==> src/hw/rtl/pic_pkg.sv <==
// Shared constants, access codes and types of the platform interrupt controller.
// No dependencies; every other file of the block imports this package.
package pic_pkg;

  localparam int MAX_SOURCES     = 16;
  localparam int NUM_SOURCES_DEF = 16;
  localparam int ID_W            = 4;
  localparam int PRIO_W          = 3;
  localparam int MODE_W          = 3;
  localparam int CFG_IDX_W       = 3;
  localparam int CFG_DATA_W      = PRIO_W * MAX_SOURCES;

  // Bus access codes carried in the mode field; unlisted codes act as a tick.
  localparam logic [MODE_W-1:0] MODE_TICK       = 3'd0;
  localparam logic [MODE_W-1:0] MODE_M_CLAIM    = 3'd1;
  localparam logic [MODE_W-1:0] MODE_S_CLAIM    = 3'd2;
  localparam logic [MODE_W-1:0] MODE_M_COMPLETE = 3'd3;
  localparam logic [MODE_W-1:0] MODE_S_COMPLETE = 3'd4;

  // Configuration register indexes.
  localparam logic [CFG_IDX_W-1:0] CFG_PRIORITIES = 3'd0;
  localparam logic [CFG_IDX_W-1:0] CFG_M_ENABLES  = 3'd1;
  localparam logic [CFG_IDX_W-1:0] CFG_S_ENABLES  = 3'd2;
  localparam logic [CFG_IDX_W-1:0] CFG_M_THRESH   = 3'd3;
  localparam logic [CFG_IDX_W-1:0] CFG_S_THRESH   = 3'd4;

  typedef struct packed {
    logic [CFG_DATA_W-1:0]  priorities;
    logic [MAX_SOURCES-1:0] m_enables;
    logic [MAX_SOURCES-1:0] s_enables;
    logic [PRIO_W-1:0]      m_threshold;
    logic [PRIO_W-1:0]      s_threshold;
  } cfg_t;

  // One contender of the selection tree; priority zero means no request.
  typedef struct packed {
    logic [PRIO_W-1:0] prio;
    logic [ID_W-1:0]   id;
    logic              machine;
  } arb_entry_t;

  typedef struct packed {
    logic [ID_W-1:0]        read_data;
    logic [MAX_SOURCES-1:0] pending_bits;
    logic                   machine_irq;
    logic                   supervisor_irq;
    logic                   busy_res;
  } result_t;

endpackage

==> src/hw/rtl/pic_if.sv <==
// Valid/ready channel interfaces for access items and result items.
// Depends on pic_pkg for the field widths.
interface pic_in_if import pic_pkg::*; ();
  logic                   valid;
  logic                   ready;
  logic [MODE_W-1:0]      mode;
  logic [ID_W-1:0]        complete_id;
  logic [MAX_SOURCES-1:0] source_lines;

  modport source (output valid, mode, complete_id, source_lines, input ready);
  modport sink   (input valid, mode, complete_id, source_lines, output ready);
endinterface

interface pic_out_if import pic_pkg::*; ();
  logic                   valid;
  logic                   ready;
  logic [ID_W-1:0]        read_data;
  logic [MAX_SOURCES-1:0] pending_bits;
  logic                   machine_irq;
  logic                   supervisor_irq;
  logic                   busy_res;

  modport source (output valid, read_data, pending_bits, machine_irq, supervisor_irq,
                  busy_res, input ready);
  modport sink   (input valid, read_data, pending_bits, machine_irq, supervisor_irq,
                  busy_res, output ready);
endinterface

==> src/hw/rtl/platform_interrupt_controller.sv <==
// Platform interrupt controller, two contexts (machine and supervisor).
// An accepted access passes the input register and then the result register, which holds a stalled result.
// Throughput: one access per cycle while results are taken; the state update and the sixteen-way
// selection tree fit between the input register and the result register.
// Reset (rst_n, synchronous, active low) clears the configuration, pending,
// gateway and claim state, both interrupt lines and both pipeline valid flags.
module platform_interrupt_controller import pic_pkg::*; #(
  parameter int NUM_SOURCES = NUM_SOURCES_DEF
) (
  input  logic                  clk,
  input  logic                  rst_n,
  input  logic                  cfg_we,
  input  logic [CFG_IDX_W-1:0]  cfg_index,
  input  logic [CFG_DATA_W-1:0] cfg_wdata,
  pic_in_if.sink                in_ch,
  pic_out_if.source             out_ch
);

  // The input register holds one access; it moves on into the result register
  // whenever that register is empty or its current result is being taken, so
  // a single waiting result does not stop the next access from being accepted.
  logic                   s1_valid_r, s1_valid_nxt;
  logic [MODE_W-1:0]      s1_mode_r;
  logic [ID_W-1:0]        s1_cid_r;
  logic [MAX_SOURCES-1:0] s1_lines_r;
  logic                   out_valid_r, out_valid_nxt;
  result_t                out_r;
  logic                   in_xfer;
  logic                   advance;
  cfg_t                   cfg;
  result_t                result;

  assign advance     = s1_valid_r && (!out_valid_r || out_ch.ready);
  assign in_ch.ready = !s1_valid_r || advance;
  assign in_xfer     = in_ch.valid && in_ch.ready;

  pic_cfg_regs u_cfg (
    .clk       (clk),
    .rst_n     (rst_n),
    .cfg_we    (cfg_we),
    .cfg_index (cfg_index),
    .cfg_wdata (cfg_wdata),
    .cfg       (cfg)
  );

  // The controller state advances exactly once per access, when that access
  // leaves the input register, so the state and the results stay in step.
  pic_core #(
    .NUM_SOURCES (NUM_SOURCES)
  ) u_core (
    .clk          (clk),
    .rst_n        (rst_n),
    .step_en      (advance),
    .mode         (s1_mode_r),
    .complete_id  (s1_cid_r),
    .source_lines (s1_lines_r),
    .cfg          (cfg),
    .result       (result)
  );

  always_comb begin
    s1_valid_nxt = s1_valid_r;
    if (in_xfer) begin
      s1_valid_nxt = 1'b1;
    end else if (advance) begin
      s1_valid_nxt = 1'b0;
    end
    out_valid_nxt = out_valid_r;
    if (advance) begin
      out_valid_nxt = 1'b1;
    end else if (out_ch.ready) begin
      out_valid_nxt = 1'b0;
    end
  end

  always_ff @(posedge clk) begin
    if (!rst_n) begin
      s1_valid_r  <= 1'b0;
      out_valid_r <= 1'b0;
    end else begin
      s1_valid_r  <= s1_valid_nxt;
      out_valid_r <= out_valid_nxt;
    end
  end

  // Payload registers carry no reset; they are qualified by the valid flags.
  always_ff @(posedge clk) begin
    if (in_xfer) begin
      s1_mode_r  <= in_ch.mode;
      s1_cid_r   <= in_ch.complete_id;
      s1_lines_r <= in_ch.source_lines;
    end
    if (advance) begin
      out_r <= result;
    end
  end

  assign out_ch.valid          = out_valid_r;
  assign out_ch.read_data      = out_r.read_data;
  assign out_ch.pending_bits   = out_r.pending_bits;
  assign out_ch.machine_irq    = out_r.machine_irq;
  assign out_ch.supervisor_irq = out_r.supervisor_irq;
  assign out_ch.busy_res       = out_r.busy_res;

  // With the result register empty the block must always take a new access.
  a_ready_when_empty : assert property (@(posedge clk) disable iff (!rst_n)
    !out_valid_r |-> in_ch.ready)
    else $error("input not ready although the result register is empty");

  // An access leaving the input register always yields a result next cycle.
  a_advance_gives_result : assert property (@(posedge clk) disable iff (!rst_n)
    advance |=> out_ch.valid)
    else $error("access advanced without a result being presented");

  // Source zero has no line, so its pending bit can never be set.
  a_source_zero_idle : assert property (@(posedge clk) disable iff (!rst_n)
    out_ch.valid |-> !out_ch.pending_bits[0])
    else $error("pending bit of source zero set");

  // A stalled result must not be overwritten by the next access.
  a_no_overwrite : assert property (@(posedge clk) disable iff (!rst_n)
    (out_valid_r && !out_ch.ready) |-> !advance)
    else $error("result register overwritten while stalled");

endmodule

==> src/hw/rtl/pic_cfg_regs.sv <==
// Configuration register file: priorities, enables and thresholds.
// Depends on pic_pkg for the register indexes and the cfg_t bundle.
module pic_cfg_regs import pic_pkg::*; (
  input  logic                  clk,
  input  logic                  rst_n,
  input  logic                  cfg_we,
  input  logic [CFG_IDX_W-1:0]  cfg_index,
  input  logic [CFG_DATA_W-1:0] cfg_wdata,
  output cfg_t                  cfg
);

  cfg_t cfg_r;

  always_ff @(posedge clk) begin
    if (!rst_n) begin
      cfg_r <= '0;
    end else if (cfg_we) begin
      case (cfg_index)
        CFG_PRIORITIES: cfg_r.priorities  <= cfg_wdata;
        CFG_M_ENABLES:  cfg_r.m_enables   <= cfg_wdata[MAX_SOURCES-1:0];
        CFG_S_ENABLES:  cfg_r.s_enables   <= cfg_wdata[MAX_SOURCES-1:0];
        CFG_M_THRESH:   cfg_r.m_threshold <= cfg_wdata[PRIO_W-1:0];
        CFG_S_THRESH:   cfg_r.s_threshold <= cfg_wdata[PRIO_W-1:0];
        default: begin
        end
      endcase
    end
  end

  assign cfg = cfg_r;

endmodule

==> src/hw/rtl/pic_arbiter.sv <==
// Four-level selection tree: highest priority wins, ties go to the lower id.
// Depends on pic_pkg for arb_entry_t; purely combinational.
module pic_arbiter import pic_pkg::*; (
  input  arb_entry_t leaf [MAX_SOURCES],
  output arb_entry_t winner
);

  // Heap layout: node 1 is the root, leaves sit at MAX_SOURCES and above.
  arb_entry_t node [1:2*MAX_SOURCES-1];

  always_comb begin
    for (int i = 0; i < MAX_SOURCES; i++) begin
      node[MAX_SOURCES + i] = leaf[i];
    end
    for (int k = MAX_SOURCES - 1; k >= 1; k--) begin
      // The left child always covers the lower ids, so it keeps a tie.
      if (node[2*k].prio >= node[2*k+1].prio) begin
        node[k] = node[2*k];
      end else begin
        node[k] = node[2*k+1];
      end
    end
  end

  assign winner = node[1];

endmodule

==> src/hw/rtl/pic_core.sv <==
// Gateway, claim/complete handling and routing state of the controller.
// Depends on pic_pkg and instantiates pic_arbiter.
module pic_core import pic_pkg::*; #(
  parameter int NUM_SOURCES = NUM_SOURCES_DEF
) (
  input  logic                   clk,
  input  logic                   rst_n,
  input  logic                   step_en,
  input  logic [MODE_W-1:0]      mode,
  input  logic [ID_W-1:0]        complete_id,
  input  logic [MAX_SOURCES-1:0] source_lines,
  input  cfg_t                   cfg,
  output result_t                result
);

  logic [MAX_SOURCES-1:0] pending_r, pending_nxt;
  logic [MAX_SOURCES-1:0] blocked_r, blocked_nxt;
  logic                   in_service_r, in_service_nxt;
  logic [ID_W-1:0]        current_r, current_nxt;
  logic [ID_W-1:0]        m_claim_r, m_claim_nxt;
  logic [ID_W-1:0]        s_claim_r, s_claim_nxt;
  logic [1:0]             irq_r, irq_nxt;

  logic [MAX_SOURCES-1:0] src_mask;
  logic [MAX_SOURCES-1:0] cur_onehot;
  logic [MAX_SOURCES-1:0] new_req;
  logic [ID_W-1:0]        read_data;
  logic [1:0]             irq_mid;
  logic                   service_mid;
  arb_entry_t             leaf [MAX_SOURCES];
  arb_entry_t             winner;

  for (genvar g = 0; g < MAX_SOURCES; g++) begin : g_mask
    assign src_mask[g] = (g < NUM_SOURCES);
  end

  assign cur_onehot = {{(MAX_SOURCES-1){1'b0}}, 1'b1} << current_r;

  always_comb begin
    logic                   claim;
    logic                   complete;
    logic [MAX_SOURCES-1:0] pend_c;
    logic [MAX_SOURCES-1:0] blk_c;
    logic [PRIO_W-1:0]      pr;
    logic                   valid_src;
    logic                   to_m;
    logic                   to_s;

    claim     = (mode == MODE_M_CLAIM) || (mode == MODE_S_CLAIM);
    read_data = '0;
    pend_c    = pending_r;
    blk_c     = blocked_r;
    irq_mid   = irq_r;
    service_mid = in_service_r;

    if (claim) begin
      read_data   = (mode == MODE_M_CLAIM) ? m_claim_r : s_claim_r;
      pend_c      = pend_c & ~cur_onehot;
      service_mid = 1'b1;
    end

    complete = service_mid && (complete_id == current_r) &&
               ((mode == MODE_M_COMPLETE) || (mode == MODE_S_COMPLETE));
    if (complete) begin
      blk_c       = blk_c & ~cur_onehot;
      service_mid = 1'b0;
      if (mode == MODE_M_COMPLETE) begin
        irq_mid[0] = 1'b0;
      end else begin
        irq_mid[1] = 1'b0;
      end
    end

    // Source zero has no line; an asserted source passes the gateway once, then stays blocked until completed.
    new_req     = source_lines & src_mask & ~{{(MAX_SOURCES-1){1'b0}}, 1'b1} & ~blk_c;
    pending_nxt = (pend_c | new_req) & src_mask;
    blocked_nxt = (blk_c | new_req) & src_mask;

    for (int i = 0; i < MAX_SOURCES; i++) begin
      pr        = cfg.priorities[PRIO_W*i +: PRIO_W];
      valid_src = pending_nxt[i] && !service_mid;
      to_m      = valid_src && cfg.m_enables[i] && (pr >= cfg.m_threshold);
      to_s      = valid_src && !to_m && cfg.s_enables[i] && (pr >= cfg.s_threshold);
      leaf[i].prio    = (to_m || to_s) ? pr : '0;
      leaf[i].id      = ID_W'(i);
      leaf[i].machine = to_m;
    end
  end

  pic_arbiter u_arbiter (
    .leaf   (leaf),
    .winner (winner)
  );

  always_comb begin
    irq_nxt        = irq_mid;
    in_service_nxt = service_mid;
    current_nxt    = current_r;
    m_claim_nxt    = m_claim_r;
    s_claim_nxt    = s_claim_r;
    if (winner.prio != '0) begin
      current_nxt = winner.id;
      if (winner.machine) begin
        irq_nxt[0]  = 1'b1;
        m_claim_nxt = winner.id;
      end else begin
        irq_nxt[1]  = 1'b1;
        s_claim_nxt = winner.id;
      end
    end
  end

  always_ff @(posedge clk) begin
    if (!rst_n) begin
      pending_r    <= '0;
      blocked_r    <= '0;
      in_service_r <= 1'b0;
      current_r    <= '0;
      m_claim_r    <= '0;
      s_claim_r    <= '0;
      irq_r        <= '0;
    end else if (step_en) begin
      pending_r    <= pending_nxt;
      blocked_r    <= blocked_nxt;
      in_service_r <= in_service_nxt;
      current_r    <= current_nxt;
      m_claim_r    <= m_claim_nxt;
      s_claim_r    <= s_claim_nxt;
      irq_r        <= irq_nxt;
    end
  end

  assign result.read_data      = read_data;
  assign result.pending_bits   = pending_nxt;
  assign result.machine_irq    = irq_nxt[0];
  assign result.supervisor_irq = irq_nxt[1];
  assign result.busy_res       = in_service_nxt;

endmodule
==> src/flat_wrapper.sv <==
// flat-port wrapper written by rule: the top's interface ports become plain ports
module platform_interrupt_controller_flat import pic_pkg::*;
#(
  parameter int NUM_SOURCES = NUM_SOURCES_DEF
)
  (clk, rst_n, cfg_we, cfg_index, cfg_wdata, in_ch_valid, in_ch_mode, in_ch_complete_id, in_ch_source_lines, in_ch_ready, out_ch_valid, out_ch_read_data, out_ch_pending_bits, out_ch_machine_irq, out_ch_supervisor_irq, out_ch_busy_res, out_ch_ready);
  pic_in_if in_ch_i ();
  pic_out_if out_ch_i ();
  input  logic clk;
  input  logic rst_n;
  input  logic cfg_we;
  input  logic [CFG_IDX_W-1:0] cfg_index;
  input  logic [CFG_DATA_W-1:0] cfg_wdata;
  input wire logic [$bits(in_ch_i.valid)-1:0] in_ch_valid;
  input wire logic [$bits(in_ch_i.mode)-1:0] in_ch_mode;
  input wire logic [$bits(in_ch_i.complete_id)-1:0] in_ch_complete_id;
  input wire logic [$bits(in_ch_i.source_lines)-1:0] in_ch_source_lines;
  output wire logic [$bits(in_ch_i.ready)-1:0] in_ch_ready;
  output wire logic [$bits(out_ch_i.valid)-1:0] out_ch_valid;
  output wire logic [$bits(out_ch_i.read_data)-1:0] out_ch_read_data;
  output wire logic [$bits(out_ch_i.pending_bits)-1:0] out_ch_pending_bits;
  output wire logic [$bits(out_ch_i.machine_irq)-1:0] out_ch_machine_irq;
  output wire logic [$bits(out_ch_i.supervisor_irq)-1:0] out_ch_supervisor_irq;
  output wire logic [$bits(out_ch_i.busy_res)-1:0] out_ch_busy_res;
  input wire logic [$bits(out_ch_i.ready)-1:0] out_ch_ready;
  assign in_ch_i.valid = in_ch_valid;
  assign in_ch_i.mode = in_ch_mode;
  assign in_ch_i.complete_id = in_ch_complete_id;
  assign in_ch_i.source_lines = in_ch_source_lines;
  assign in_ch_ready = in_ch_i.ready;
  assign out_ch_valid = out_ch_i.valid;
  assign out_ch_read_data = out_ch_i.read_data;
  assign out_ch_pending_bits = out_ch_i.pending_bits;
  assign out_ch_machine_irq = out_ch_i.machine_irq;
  assign out_ch_supervisor_irq = out_ch_i.supervisor_irq;
  assign out_ch_busy_res = out_ch_i.busy_res;
  assign out_ch_i.ready = out_ch_ready;
  platform_interrupt_controller #(.NUM_SOURCES(NUM_SOURCES)) u_core (.clk(clk), .rst_n(rst_n), .cfg_we(cfg_we), .cfg_index(cfg_index), .cfg_wdata(cfg_wdata), .in_ch(in_ch_i), .out_ch(out_ch_i));
endmodule
==> config.mk <==
export PLATFORM = sky130hd
export DESIGN_NAME = platform_interrupt_controller_flat
export DESIGN_NICKNAME = d
export VERILOG_FILES = /design/src/hw/rtl/pic_pkg.sv /design/src/hw/rtl/pic_if.sv /design/src/hw/rtl/platform_interrupt_controller.sv /design/src/hw/rtl/pic_cfg_regs.sv /design/src/hw/rtl/pic_arbiter.sv /design/src/hw/rtl/pic_core.sv /design/src/flat_wrapper.sv
export SDC_FILE = /design/constraint.sdc
export NUM_CORES = 1
export LEC_CHECK = 0
export BUFFER_PORTS_ARGS = -buffer_cell sky130_fd_sc_hd__buf_4
export CAP_MARGIN = 25
export CORE_ASPECT_RATIO = 0.7
export CORE_MARGIN = 1.5
export CORE_UTILIZATION = 45
export CTS_CLUSTER_SIZE = 12
export DETAILED_ROUTE_END_ITERATION = 16
export SYNTH_ARGS = -nofsm -noshare
export SYNTH_HDL_FRONTEND = slang
export SYNTH_HIERARCHICAL = 1
export SYNTH_SLANG_ARGS = --single-unit
export TNS_END_PERCENT = 5
==> constraint.sdc <==
create_clock -name clk -period 12.7 [get_ports clk]
set_clock_uncertainty 0.2 [all_clocks]
set_input_delay 3.175 -clock clk [delete_from_list [all_inputs] [get_ports clk]]
set_output_delay 3.175 -clock clk [all_outputs]
set_load 0.02 [all_outputs]
Word-level counts from Yosys, hierarchy flattened --
Index checks and enable logic that the tools add are counted.
Word-level totals: word-level logic and storage cells 284, register bits after elaboration 181, output and inout port bits 25, bits of input ports 79
Operators by class: shift operators 1, reductions and logical operators 151, magnitude comparators 47, mux-type cells 46, bitwise operators 8, eq/ne operators 9
Operators with widths (number):
- greater-or-equal comparator 3 bit | 47
- 2-to-1 mux 8 bit | 15
- logical AND 1 bit | 100
- bitwise AND 16 bit | 3
- 2-to-1 mux 3 bit | 16
- 2-to-1 mux 16 bit | 2
- inverter 16 bit | 2
- bitwise OR 16 bit | 2
- logical OR 1 bit | 20
- zero test 1 bit | 19
- left shift 1 x 4 -> 16 bit (first input constant) | 1
- equality test 3 x 2 -> 1 bit (second input constant) | 4
- AND reduction 2 bit | 6
- 2-to-1 mux 1 bit | 10
- equality test 3 x 1 -> 1 bit (second input constant) | 2
- equality test 3 bit (second input constant) | 2
- AND reduction 3 bit | 2
- equality test 4 bit | 1
- 2-to-1 mux 2 bit | 2
- 2-to-1 mux 4 bit | 1
- nonzero test 2 bit | 2
- zero test 3 bit | 1
- nonzero test 3 bit | 1
- inverter 1 bit | 1

Longest topological paths before layout --
word-level depth 28, gate-level depth with buffers 42

Cells and area by module --
Netlist, hierarchy kept.
Modules (own cells, without submodules):
- pic_core | cells an instance 661, instances 1, area an instance 5287.6 µm²
- pic_cfg_regs | cells an instance 335, instances 1, area an instance 3289.4 µm²
- pic_arbiter | cells an instance 308, instances 1, area an instance 2461.1 µm²
- platform_interrupt_controller | cells an instance 55, instances 1, area an instance 1485.2 µm²

Least setup slack after synthesis --
No wires, ideal clock.
path type reg2reg, start point register u_core.u_cfg.cfg_r, in the netlist u_core/u_cfg/cfg[3], end point register u_core.u_core.s_claim_r[0], arrival time 8.181 ns, path slack 4.249 ns, clock period less this slack 8.451 ns, stages on the path, launching flop included 39, cell sequence dfxtp_1 > ha_1 > nand2b_1 > a211oi_1 > o22a_1 > nor2_1 > and3_1 > ha_1 > nand2b_1 > a21o_1 > a21oi_2 > mux2i_1 > inv_1 > ha_1 > nand2b_1 > a21o_1 > a21oi_1 > clkbuf_1 > [3 not listed] > nand2b_1 > a21oi_1 > o21bai_1 > dlymetal6s2s_1 > buf_2 > o31a_1 > ha_1 > nand2b_1 > a21o_1 > a21oi_1 > a211oi_1 > a21oi_1 > or3_1 > clkbuf_1 > nand2_1 > nor2_1 > nand2_1 > a21oi_1
RTL lines:
- start: declaration | RTL line pic_cfg_regs.sv:12 | cfg_t cfg_r;
- end signal: assignment | RTL line pic_core.sv:128 | s_claim_r <= s_claim_nxt;
- end: declaration | RTL line pic_core.sv:21 | logic [ID_W-1:0] s_claim_r, s_claim_nxt;

==> flow_summary.yaml <==
drt:
  wl_microns: 32900
  drt_iter0_drc: 628
  vias_per_cell: 5.43
  antenna_left: 0
  drcViolationCount: 0
  vias: 10200
  wl_per_cell_microns: 17.6
  dr.pass1.iters: 5
clock_network:
  htreeDepth: 4
  post_cts.repair.setup_buffers: 0
  cts_max_path_buffers: 2
  clkSinkCount: 179
  cts_tree: "built"
  ctsResizeCount: 0
  clkTransAtPathRegs_ns: 0.07
  cts_made_buffers: 17
  hold_buffers: 0
  insertion_delay_ns: 0.46
  root_buffer: "clkbuf_16"
layout:
  area_delta_synth_final_pct: 15.3
  antenna_cells: 0
  fin_nets: 1714
  layout-drive-gt1-share_pct: 13.4
sta:
  report.final.slew_viol_count: 0
  setup_tns_ns: 0
  fin_crit_sh_pct: 81.7
  slew_headroom_pct: 32.9
  tightest_slew_ns: 1.01
  rsz0062_at_grt: "no"
  finalSetupViolations: 0
  period_minus_slack_ns: 10.37
  hold_viol: 0
  max_freq_ghz: 0.0964
grt:
  met1_usage_pct: 33.1
  grt_util_all_layers_pct: 23.1
  grt_pass1_wl_microns: 51700
  antenna_found_initial: 1
  grt_pass1_vias: 9691
  grt_overflow_total: 0
  grt_util_met2_pct: 35.3
  grt_max_degree: 80
  grt-busiest-layer: "met2"
  grt_use_met3_pct: 4.40
power:
  ir_drop_mv: 0.0731
  leakage_uw: 0.00618
  finalPower_uw: 1340
  p_per_area_nw_per_um2: 93.0
critical_path:
  required_ns: 12.89
  crit_path_end: "u_core/u_core/irq_r[1]"
  rr_startpoint: "u_core/u_core/current_r[3]"
  reg2regPathDepth: 36
  critPathMaxFanout: 21
  crit_type: "flop to flop"
  crit_path_frequent_cell: "a21o_1"
  crit_path_start: "u_core/u_core/current_r[3]"
  endpoint_kind: "flop"
  max_stage_delay_ns: 0.84
  cp.arrival_ns: 10.56
  regToRegSetupSlack_ns: 2.33
  slowest_stage: "dfxtp_1"
  r2r_end: "u_core/u_core/irq_r[1]"
  start_kind: "flop"
floorplan:
  pin_count: 104
  dieArea_sq_um: 28800
  fp.dieW_microns: 202
  coreArea_sq_um: 27000
  start_util_pct: 46.2
  die_y_microns: 142
  rows: 50
run_status:
  status: "finished clean"
yosys:
  yosysWarningCount: 6
  avgSynthCellArea_sq_um: 9.20
  syn_area_sq_um: 12500
  synth_cells: 1358
place:
  portBuffers: 102
  place_congestion: 0.848
  hpwl_microns: 23800
flow_run:
  drv_cap: 0
worst_hold_path:
  hold_path.class: "flop to flop"
per-layer routing:
| metal | up-vias | routed length [microns] |
|---|---|---|
| li1 | 5118 | - |
| met1 | 4833 | 16700 |
| met2 | 195 | 14300 |
| met3 | 29 | 1500 |
| met4 | 0 | 449 |
| met5 | - | 0 |
worst max-delay path, delay by kind of cell, from the launching register on:
kind / cells / cell delay (ns)
flip-flops: 1 / 0.84
adder cells (fa/ha/maj): 4 / 1.11
AND/OR/NAND/NOR: 11 / 2.56
XOR/XNOR: 1 / 0.24
AO/OA/AOI/OAI: 14 / 4.21
multiplexers: 2 / 0.75
buffers and inverters: 4 / 0.40
power by group:
group          internal [uW]  total, uW  switching [uW]
combinational           63.4        157            94.0
clock                    325        563             237
sequential               606        620            13.6
through the flow:
step                      instance area [sq um]  std cells  hold WS (ns)  worst slack [ns]  util [%]
final                                     14400       1874         0.248              2.33      53.3
after CTS                                 14400       1874         0.246              2.52      53.3
after detailed placement                  13800       1842         0.234              2.57      51.0
after floorplan                           12700       1420         0.222              4.25         -
after global placement                    13800       1841         0.235              2.76      50.9
after global routing                      14400       1874         0.277              1.74      53.3
flip-flops by register name (all words and copies together), names as in the netlist:
name                          count
u_core/u_core/in_service_r        1
u_core/s1_cid_r                   4
u_core/s1_valid_r                 1
u_core/u_core/irq_r               2
u_core/out_ch.supervisor_irq      1
u_core/u_cfg/cfg                 86
u_core/u_core/s_claim_r           4
u_core/out_ch.machine_irq         1
u_core/u_core/current_r           4
u_core/out_ch.pending_bits       16
u_core/out_ch.read_data           4
u_core/out_ch.valid               1
u_core/u_core/m_claim_r           4
u_core/u_core/blocked_r          15
u_core/s1_mode_r                  3
u_core/out_ch.busy_res            1
u_core/u_core/pending_r          16
u_core/s1_lines_r                15
worst min path at each step:
stage,start,end,cells past startpoint
2_1_floorplan,u_core/u_core/pending_r[0],u_core/u_core/pending_r[0],2
3_3_place_gp,u_core/u_core/pending_r[0],u_core/u_core/pending_r[0],2
3_5_place_dp,u_core/u_core/pending_r[0],u_core/u_core/pending_r[0],2
4_1_cts,u_core/u_core/pending_r[0],u_core/u_core/pending_r[0],2
5_1_grt,u_core/u_cfg/cfg[36],u_core/u_cfg/cfg[36],2
6_report,u_core/u_core/pending_r[0],u_core/u_core/pending_r[0],2
final cells by class:
type	count	area [sq um]
inverter	91	342
tap	364	455
sequential	179	4030
clock inverter	12	153
multi-input combinational	1087	8030
fill	2501	12600
clock buffer	20	467
timing repair buffer	121	928
layout by cell type (no fill, tap or decap), types with 12 or more instances in the layout:
| cell | instances |
|---|---|
| nand2_1 | 172 |
| mux2i_1 | 172 |
| ha_1 | 138 |
| dfxtp_1 | 134 |
| buf_4 | 120 |
| inv_1 | 90 |
| nor2_1 | 70 |
| o21ai_0 | 64 |
| conb_1 | 64 |
| a21oi_1 | 53 |
| edfxtp_1 | 45 |
| nand2b_1 | 41 |
| and3_1 | 40 |
| a211oi_1 | 28 |
| clkbuf_16 | 17 |
| a21o_1 | 14 |
| o21ai_1 | 13 |
| o21ba_1 | 12 |
(Power assumes the default switching activity.)
